[src/hw/rtl/ccsb_pkg.sv]
// Shared types and constants for the constant color span blend.
`default_nettype none

package ccsb_pkg;

  // Pixel and channel geometry
  localparam int unsigned BYTE_W          = 8;
  localparam int unsigned BYTES_PER_PIXEL = 4;
  localparam int unsigned PIXEL_W         = BYTE_W * BYTES_PER_PIXEL;
  localparam int unsigned PIXELS_PER_WORD = 2;

  // Blend arithmetic
  localparam int unsigned PROD_W      = 2 * BYTE_W;
  localparam logic [BYTE_W-1:0] BYTE_MAX = 8'hFF;
  localparam logic [PROD_W-1:0] ROUND_BIAS = 16'd128;

  // Configuration port
  localparam int unsigned CFG_IDX_W  = 2;
  localparam int unsigned CFG_DATA_W = PIXEL_W;
  localparam int unsigned APOS_W     = 2;

  typedef enum logic [CFG_IDX_W-1:0] {
    REG_FILL_COLOR     = 2'd0,
    REG_FILL_ALPHA     = 2'd1,
    REG_ALPHA_POSITION = 2'd2,
    REG_BLEND_MODE     = 2'd3
  } ccsb_reg_e;

  typedef enum logic {
    MODE_SOLID = 1'b0,
    MODE_OVER  = 1'b1
  } ccsb_mode_e;

  // Reset values of the configuration registers
  localparam logic [PIXEL_W-1:0] FILL_COLOR_RST = 32'h0000_0000;
  localparam logic [BYTE_W-1:0]  FILL_ALPHA_RST = 8'hFF;
  localparam logic [APOS_W-1:0]  ALPHA_POS_RST  = 2'd3;

endpackage

`default_nettype wire

[src/hw/rtl/ccsb_in_if.sv]
// Input stream channel: destination word and pixel count.
`default_nettype none

interface ccsb_in_if #(
  parameter int unsigned WordW = ccsb_pkg::PIXEL_W * ccsb_pkg::PIXELS_PER_WORD,
  parameter int unsigned CntW  = $clog2(ccsb_pkg::PIXELS_PER_WORD + 1)
);
  logic             valid;
  logic             ready;
  logic [WordW-1:0] dest_word;
  logic [CntW-1:0]  pixel_count;

  modport source (output valid, output dest_word, output pixel_count, input ready);
  modport sink   (input valid, input dest_word, input pixel_count, output ready);
endinterface

`default_nettype wire

[src/hw/rtl/ccsb_out_if.sv]
// Output stream channel: blended result word.
`default_nettype none

interface ccsb_out_if #(
  parameter int unsigned WordW = ccsb_pkg::PIXEL_W * ccsb_pkg::PIXELS_PER_WORD
);
  logic             valid;
  logic             ready;
  logic [WordW-1:0] result_word;

  modport source (output valid, output result_word, input ready);
  modport sink   (input valid, input result_word, output ready);
endinterface

`default_nettype wire

[src/hw/rtl/constant_color_span_blend.sv]
// Top level of the constant color span blend pipeline.
`default_nettype none

// Applies one configured constant color to up to PIXELS_PER_WORD 32-bit pixels of each
// input word, either as a solid store of all four bytes or as a source-over blend that
// rounds (s*a + d*(255-a))/255 per byte and keeps the destination alpha byte. The block
// takes one word every cycle, unless the output stalls, through three register stages: an
// input stage, a stage that holds the per-byte products and a final output register. A
// result passes from the input stage through the product stage into the output register
// before it is presented. All stages advance together; ready drops only while the output
// register holds a result that has not been taken. Pixels at or above the pixel count pass
// through unchanged. Configuration is written through the plain write port; the user must
// write it only while the pipeline is empty, as the block itself does not enforce this.
module constant_color_span_blend #(
  parameter int unsigned PIXELS_PER_WORD = ccsb_pkg::PIXELS_PER_WORD
) (
  input  wire logic                            clk_i,
  input  wire logic                            rst_ni,
  input  wire logic                            cfg_we_i,
  input  wire logic [ccsb_pkg::CFG_IDX_W-1:0]  cfg_idx_i,
  input  wire logic [ccsb_pkg::CFG_DATA_W-1:0] cfg_data_i,
  ccsb_in_if.sink                              dest_i,
  ccsb_out_if.source                           res_o
);

  localparam int unsigned WordW = ccsb_pkg::PIXEL_W * PIXELS_PER_WORD;
  localparam int unsigned CntW  = $clog2(PIXELS_PER_WORD + 1);
  localparam int unsigned BW    = ccsb_pkg::BYTE_W;
  localparam int unsigned NB    = ccsb_pkg::BYTES_PER_PIXEL;
  localparam int unsigned PW    = ccsb_pkg::PIXEL_W;
  localparam int unsigned TW    = ccsb_pkg::PROD_W;

  typedef logic [TW-1:0] prod_t;

  // Configuration registers
  logic [PW-1:0]                  fill_color_q;
  logic [BW-1:0]                  fill_alpha_q;
  logic [ccsb_pkg::APOS_W-1:0]    alpha_pos_q;
  ccsb_pkg::ccsb_mode_e           blend_mode_q;

  always_ff @(posedge clk_i or negedge rst_ni) begin
    if (!rst_ni) begin
      fill_color_q <= ccsb_pkg::FILL_COLOR_RST;
      fill_alpha_q <= ccsb_pkg::FILL_ALPHA_RST;
      alpha_pos_q  <= ccsb_pkg::ALPHA_POS_RST;
      blend_mode_q <= ccsb_pkg::MODE_SOLID;
    end else if (cfg_we_i) begin
      case (ccsb_pkg::ccsb_reg_e'(cfg_idx_i))
        ccsb_pkg::REG_FILL_COLOR:     fill_color_q <= cfg_data_i[PW-1:0];
        ccsb_pkg::REG_FILL_ALPHA:     fill_alpha_q <= cfg_data_i[BW-1:0];
        ccsb_pkg::REG_ALPHA_POSITION: alpha_pos_q  <= cfg_data_i[ccsb_pkg::APOS_W-1:0];
        ccsb_pkg::REG_BLEND_MODE:     blend_mode_q <= ccsb_pkg::ccsb_mode_e'(cfg_data_i[0]);
        default: ;
      endcase
    end
  end

  // Pipeline control: every stage moves when the output register is free or taken
  logic adv;
  logic in_xfer;
  logic s1_vld_q, s2_vld_q, out_vld_q;

  assign adv          = !out_vld_q || res_o.ready;
  assign dest_i.ready = adv;
  assign in_xfer      = dest_i.valid && adv;
  assign res_o.valid  = out_vld_q;

  always_ff @(posedge clk_i or negedge rst_ni) begin
    if (!rst_ni) begin
      s1_vld_q  <= 1'b0;
      s2_vld_q  <= 1'b0;
      out_vld_q <= 1'b0;
    end else if (adv) begin
      s1_vld_q  <= in_xfer;
      s2_vld_q  <= s1_vld_q;
      out_vld_q <= s2_vld_q;
    end
  end

  // Stage 1: register the incoming transfer
  logic [WordW-1:0] s1_word_q;
  logic [CntW-1:0]  s1_cnt_q;

  always_ff @(posedge clk_i) begin
    if (adv) begin
      s1_word_q <= dest_i.dest_word;
      s1_cnt_q  <= dest_i.pixel_count;
    end
  end

  // Stage 2: per-byte products, bias added; pixel valid flags from the count
  logic [BW-1:0]         inv_alpha;
  prod_t                 src_prod [NB];
  prod_t                 t_d      [PIXELS_PER_WORD][NB];
  prod_t                 t_q      [PIXELS_PER_WORD][NB];
  logic [PIXELS_PER_WORD-1:0] pv_d, s2_pv_q;
  logic [WordW-1:0]      s2_word_q;

  assign inv_alpha = ccsb_pkg::BYTE_MAX - fill_alpha_q;

  for (genvar k = 0; k < NB; k++) begin : g_src
    assign src_prod[k] = prod_t'(fill_color_q[k*BW +: BW]) * prod_t'(fill_alpha_q);
  end

  for (genvar p = 0; p < PIXELS_PER_WORD; p++) begin : g_s2
    assign pv_d[p] = s1_cnt_q > CntW'(p);
    for (genvar k = 0; k < NB; k++) begin : g_byte
      assign t_d[p][k] = src_prod[k]
                       + prod_t'(s1_word_q[p*PW + k*BW +: BW]) * prod_t'(inv_alpha)
                       + ccsb_pkg::ROUND_BIAS;
    end
  end

  always_ff @(posedge clk_i) begin
    if (adv) begin
      t_q       <= t_d;
      s2_pv_q   <= pv_d;
      s2_word_q <= s1_word_q;
    end
  end

  // Stage 3: divide by 255, pick per mode and pixel, register the result
  logic [WordW-1:0] res_d, res_q;

  for (genvar p = 0; p < PIXELS_PER_WORD; p++) begin : g_s3
    logic [PW-1:0] over_px;
    for (genvar k = 0; k < NB; k++) begin : g_byte
      logic [TW:0] fold;
      assign fold = {1'b0, t_q[p][k]} + {1'b0, (t_q[p][k] >> BW)};
      assign over_px[k*BW +: BW] = (alpha_pos_q == ccsb_pkg::APOS_W'(k))
                                 ? s2_word_q[p*PW + k*BW +: BW]
                                 : fold[TW-1:BW];
    end
    always_comb begin
      if (!s2_pv_q[p]) begin
        res_d[p*PW +: PW] = s2_word_q[p*PW +: PW];
      end else if (blend_mode_q == ccsb_pkg::MODE_SOLID) begin
        res_d[p*PW +: PW] = fill_color_q;
      end else begin
        res_d[p*PW +: PW] = over_px;
      end
    end
  end

  always_ff @(posedge clk_i) begin
    if (adv) begin
      res_q <= res_d;
    end
  end

  assign res_o.result_word = res_q;

`ifndef SYNTHESIS
  // A valid product stage moves into the output register when the pipe advances
  a_s2_to_out: assert property (@(posedge clk_i) disable iff (!rst_ni)
    s2_vld_q && adv |=> out_vld_q)
    else $error("stage 2 item lost on advance");

  // A stalled product stage keeps its item and data
  a_s2_hold: assert property (@(posedge clk_i) disable iff (!rst_ni)
    s2_vld_q && !adv |=> s2_vld_q && $stable(s2_word_q) && $stable(s2_pv_q))
    else $error("stage 2 changed during stall");

  // A taken result with nothing behind it empties the output register
  a_out_drain: assert property (@(posedge clk_i) disable iff (!rst_ni)
    out_vld_q && res_o.ready && !s2_vld_q |=> !out_vld_q)
    else $error("result repeated after transfer");
`endif

endmodule

`default_nettype wire
[src/flat_wrapper.sv]
// flat-port wrapper written by rule: the top's interface ports become plain ports
module constant_color_span_blend_flat 
#(
  parameter int unsigned PIXELS_PER_WORD = ccsb_pkg::PIXELS_PER_WORD
)
  (clk_i, rst_ni, cfg_we_i, cfg_idx_i, cfg_data_i, dest_i_valid, dest_i_dest_word, dest_i_pixel_count, dest_i_ready, res_o_valid, res_o_result_word, res_o_ready);
  ccsb_in_if dest_i_i ();
  ccsb_out_if res_o_i ();
  input  wire logic clk_i;
  input  wire logic rst_ni;
  input  wire logic cfg_we_i;
  input  wire logic [ccsb_pkg::CFG_IDX_W-1:0] cfg_idx_i;
  input  wire logic [ccsb_pkg::CFG_DATA_W-1:0] cfg_data_i;
  input wire logic [$bits(dest_i_i.valid)-1:0] dest_i_valid;
  input wire logic [$bits(dest_i_i.dest_word)-1:0] dest_i_dest_word;
  input wire logic [$bits(dest_i_i.pixel_count)-1:0] dest_i_pixel_count;
  output wire logic [$bits(dest_i_i.ready)-1:0] dest_i_ready;
  output wire logic [$bits(res_o_i.valid)-1:0] res_o_valid;
  output wire logic [$bits(res_o_i.result_word)-1:0] res_o_result_word;
  input wire logic [$bits(res_o_i.ready)-1:0] res_o_ready;
  assign dest_i_i.valid = dest_i_valid;
  assign dest_i_i.dest_word = dest_i_dest_word;
  assign dest_i_i.pixel_count = dest_i_pixel_count;
  assign dest_i_ready = dest_i_i.ready;
  assign res_o_valid = res_o_i.valid;
  assign res_o_result_word = res_o_i.result_word;
  assign res_o_i.ready = res_o_ready;
  constant_color_span_blend #(.PIXELS_PER_WORD(PIXELS_PER_WORD)) u_core (.clk_i(clk_i), .rst_ni(rst_ni), .cfg_we_i(cfg_we_i), .cfg_idx_i(cfg_idx_i), .cfg_data_i(cfg_data_i), .dest_i(dest_i_i), .res_o(res_o_i));
endmodule
[config.mk]
export PLATFORM = sky130hd
export DESIGN_NAME = constant_color_span_blend_flat
export DESIGN_NICKNAME = d
export VERILOG_FILES = /design/src/hw/rtl/ccsb_pkg.sv /design/src/hw/rtl/ccsb_in_if.sv /design/src/hw/rtl/ccsb_out_if.sv /design/src/hw/rtl/constant_color_span_blend.sv /design/src/flat_wrapper.sv
export SDC_FILE = /design/constraint.sdc
export NUM_CORES = 2
export LEC_CHECK = 0
export ABC_AREA = 0
export ABC_CLOCK_PERIOD_IN_PS = 15200
export BUFFER_PORTS_ARGS = -buffer_cell sky130_fd_sc_hd__buf_2
export CORE_UTILIZATION = 55
export CTS_BUF_LIST = sky130_fd_sc_hd__clkbuf_8 sky130_fd_sc_hd__clkbuf_16
export DETAILED_ROUTE_END_ITERATION = 8
export PLACE_DENSITY = 0.79
export SETUP_SLACK_MARGIN = 0.3
export SYNTH_ARGS = -nofsm -noshare
export SYNTH_HDL_FRONTEND = slang
export SYNTH_SLANG_ARGS = --single-unit
[constraint.sdc]
create_clock -name clk_i -period 15.2 [get_ports clk_i]
set_clock_uncertainty 0.15 [all_clocks]
set_input_delay 1.52 -clock clk_i [delete_from_list [all_inputs] [get_ports clk_i]]
set_output_delay 1.52 -clock clk_i [all_outputs]
set_load 0.02 [all_outputs]
Yosys cells after proc, flatten, opt, wreduce, memory -nomap -nowiden
Cells that the tools add are included.
- $add $sub $neg: 25
- multipliers: 12
- order comparisons: 2
- eq/ne operators: 6
- muxes and demuxes: 12
- reduce and logical (&&, ||, !) cells: 9
- operator list (operator ; number):
    8-bit by 8-bit multiplier with 16-bit output ; 12
    16-bit adder ; 8
    16-bit by 8-bit adder with 16-bit output ; 8
    16-bit by 8-bit adder with 16-bit output (second input constant) ; 8
    32-bit 2-to-1 mux ; 4
    8-bit 2-to-1 mux ; 8
    2-bit == test (second input constant) ; 4
    2-bit AND reduction ; 4
    8-bit subtractor (first input constant) ; 1
    2-bit by 1-bit == test with 1-bit output (second input constant) ; 2
    2-bit by 1-bit greater-than comparator with 1-bit output (second input constant) ; 2
    2-bit logical NOT ; 2
    1-bit logical AND ; 1
    1-bit logical NOT ; 1
    1-bit logical OR ; 1
- flip-flop bits (word level): 370
- output and inout port bits: 66
- logic and storage cells: 86

Depth between registers and ports, before layout
- depth in word-level cells: 4
- gate-level depth with buffers: 31
- depth with buffers taken out: 29

Least setup slack after synthesis
Ideal clock, no wire load.
- path kind: in2out
- start point: input res_o_ready
- end point: output dest_i_ready
- arrival time: 9.463 ns
- slack: 4.067 ns
- cell stages on the path: 1
- path buffers: 0
- cell sequence: nand2b_1
- word-level cells in the longest chain between the ends: 1
- RTL lines (what ; RTL line ; text):
    start, declared ; flat_wrapper.sv:20 ; input wire logic [$bits(res_o_i.ready)-1:0] res_o_ready;
    1-bit logical OR ; constant_color_span_blend.sv:63 ; assign adv = !out_vld_q || res_o.ready;
    end, declared ; flat_wrapper.sv:17 ; output wire logic [$bits(dest_i_i.ready)-1:0] dest_i_ready;
Every way passes these cells.

==> results.cfg <==
[grt]
grt_overflow_total = 0
grt_pass1_wl_um = 166000
grt_pass1_vias = 31344
grt_max_degree = 99
antenna_found_initial = 6
track_usage = 0.260

[cts]
cts_resized = 0
htreeDepth = 2
clock_sinks = 370
cts_hold_buf = 0
cts_tree = done
clock_latency_ps = 610
root_buffer = clkbuf_16
clk_pin_slew_worst_paths_ps = 60
numCtsBuffers = 45
cts_setup_buffers = 0
clockBufferDepth = 3

[logic_synthesis]
synthCells = 4207
ys_warn_count = 0
synth_edf_count = 324
synth_top_area_share = 0.248
async_reset_ff_frac = 0.124
ys_ff_latch = 370
yosys.area.top_type = fa_1
ys_seq_area_frac = 0.248
synth_top_flop_cell = edfxtp_1
syn_area_mm2 = 0.0439
synth_area_leaders = fa_1 25%, edfxtp_1 22%, ha_1 16%
yosysMostFrequentCell = inv_1
avgSynthCellArea_um2 = 10.4
synth_commonest_cells = 785 x inv_1, 548 x ha_1, 544 x fa_1, 324 x edfxtp_1, 253 x nor2b_1
yosysUniqueCellTypes = 76

[worst_setup_path]
timing.rr.start = u_core.fill_alpha_q[2]
critPathLaunch = u_core.fill_alpha_q[2]
critPathMaxFanout = 76
crit_path_end_kind = flip-flop
cp.arrival_ps = 9440
required_ps = 15390
worstSetupPathType = reg2reg
cp-start-kind = flip-flop
crit_top_cell = fa_1
crit_path_top_delay_cell = buf_4
r2r_setup_slack_ps = 5950
critPathMaxStageDelay_ps = 810

[timing]
relSlewSlack = 0.170
whs_ps = 322
tightestPinTransition_ps = 1240
fmax_ghz = 0.108
hold_viol_final = 0
finalSetupTns_ps = 0
setup_violations = 0
slew_viol_final = 0
period_needed_ps = 9250
finalCritPeriodShare = 0.609
rsz0062_at_grt = no

[place]
dp_hpwl_um = 76600
port_buffers = 170
gp_congestion = 0.889

[routing]
drcViolationCount = 0
wl_per_cell_um = 18.6
ant_nets = 0
dr.pass1.iters = 5
avgViaCountPerCell = 5.50
num_vias = 29713
drt_iter0_drc = 1667
wirelength_um = 101000

[floorplanning]
row_count = 103
core_area_mm2 = 0.0790
die-area_mm2 = 0.0809
die_h_um = 285
die_w_um = 285
initial_core_util = 0.556
io_pins = 171

[flow_run]
maxCapViolCount = 0

[outcome]
status = finished, final reports clean

[cells_and_area]
area_delta_synth_final_pct = 7.52
final-seq-area_mm2 = 0.0109
drive_above_1_share = 0.0825
fin_nets = 5510
multiInputGateArea_mm2 = 0.0296
nFillCells = 6360

[worst_hold_path]
hp-class = reg2reg
min-delay-start = u_core.s2_vld_q
## critical path: cells and delay by family (launching register included)
kind            cells  cell delay [ps]
flops               1              780
compound gates      6             1200
fa+ha+maj          10             4320
simple gates        5             1220
buf+inv             6             1060
xor+xnor            2              230
## cells by family (layout without fill, tap and decap cells)
| group | after synthesis | after routing | share of synthesized area |
|---|---|---|---|
| AO/OA/AOI/OAI | 419 | 419 | 0.0655 |
| XOR/XNOR | 209 | 209 | 0.0442 |
| adder cells (fa/ha/maj) | 1092 | 1092 | 0.404 |
| buffers and inverters | 919 | 1054 | 0.0786 |
| flip-flops | 370 | 370 | 0.248 |
| multiplexers | 52 | 52 | 0.0131 |
| other | 1 | 12 | 0.0000854 |
| AND/OR/NAND/NOR | 1145 | 1145 | 0.146 |
## through the flow
| stage | area, um2 | util | setup slack (ps) | cells |
|---|---|---|---|---|
| 2_1_floorplan | 43900 | - | 4070 | 4214 |
| 3_3_place_gp | 45700 | 0.579 | 6290 | 5316 |
| 3_5_place_dp | 45700 | 0.579 | 6040 | 5316 |
| 4_1_cts | 47200 | 0.597 | 5970 | 5399 |
| 5_1_grt | 47200 | 0.597 | 5490 | 5402 |
| 6_report | 47200 | 0.597 | 5950 | 5403 |
## layer usage
| layer | GRT usage | wire length [um] | vias to the layer above | part of all wire |
|---|---|---|---|---|
| li1 | - | - | 13760 | - |
| met1 | 0.339 | 42100 | 14832 | 0.42 |
| met2 | 0.427 | 47700 | 923 | 0.47 |
| met3 | 0.0513 | 7180 | 194 | 0.071 |
| met4 | 0.0976 | 3800 | 4 | 0.038 |
| met5 | 0 | 27 | - | 0.00027 |
## placed cells by master, fill, tap and decap left out, types with 127 or more instances in the layout
cell type    n
nor2_1     139
xnor2_1    127
edfxtp_1   324
ha_1       548
nor2b_1    252
nand2_1    150
and2_1     208
nand2b_1   239
fa_1       544
inv_1      797
buf_2      170
## flip-flops by register name (all words and copies together), names as in the netlist, 8 cells and up
signal                    flops
u_core.t_q                  128
u_core.s1_word_q             64
u_core.s2_word_q             64
u_core.fill_color_q          32
u_core.res_o.result_word     64
u_core.fill_alpha_q           8
## final timing paths
kind | to | cells after the start
max | u_core.t_q[47] | 29
min | u_core.res_o.valid | 1
max reg2reg | u_core.t_q[47] | 29
min reg2reg | u_core.res_o.valid | 1
max in group asynchronous | u_core.fill_color_q[15] | 2
min in group asynchronous | u_core.fill_color_q[18] | 2
## final cells by class
cell class | instances | share of cell area
clock inverter | 34 | 0.00549
inverter | 785 | 0.0624
multi-input combinational | 2925 | 0.627
timing repair buffer | 186 | 0.0206
clock buffer | 49 | 0.0250
tap | 1050 | 0.0278
sequential | 370 | 0.231
antenna | 4 | 0.000212
Power is left out: the tool's default activity adds up to more than one toggle a clock period on the data nets, which glitch-free logic cannot reach.
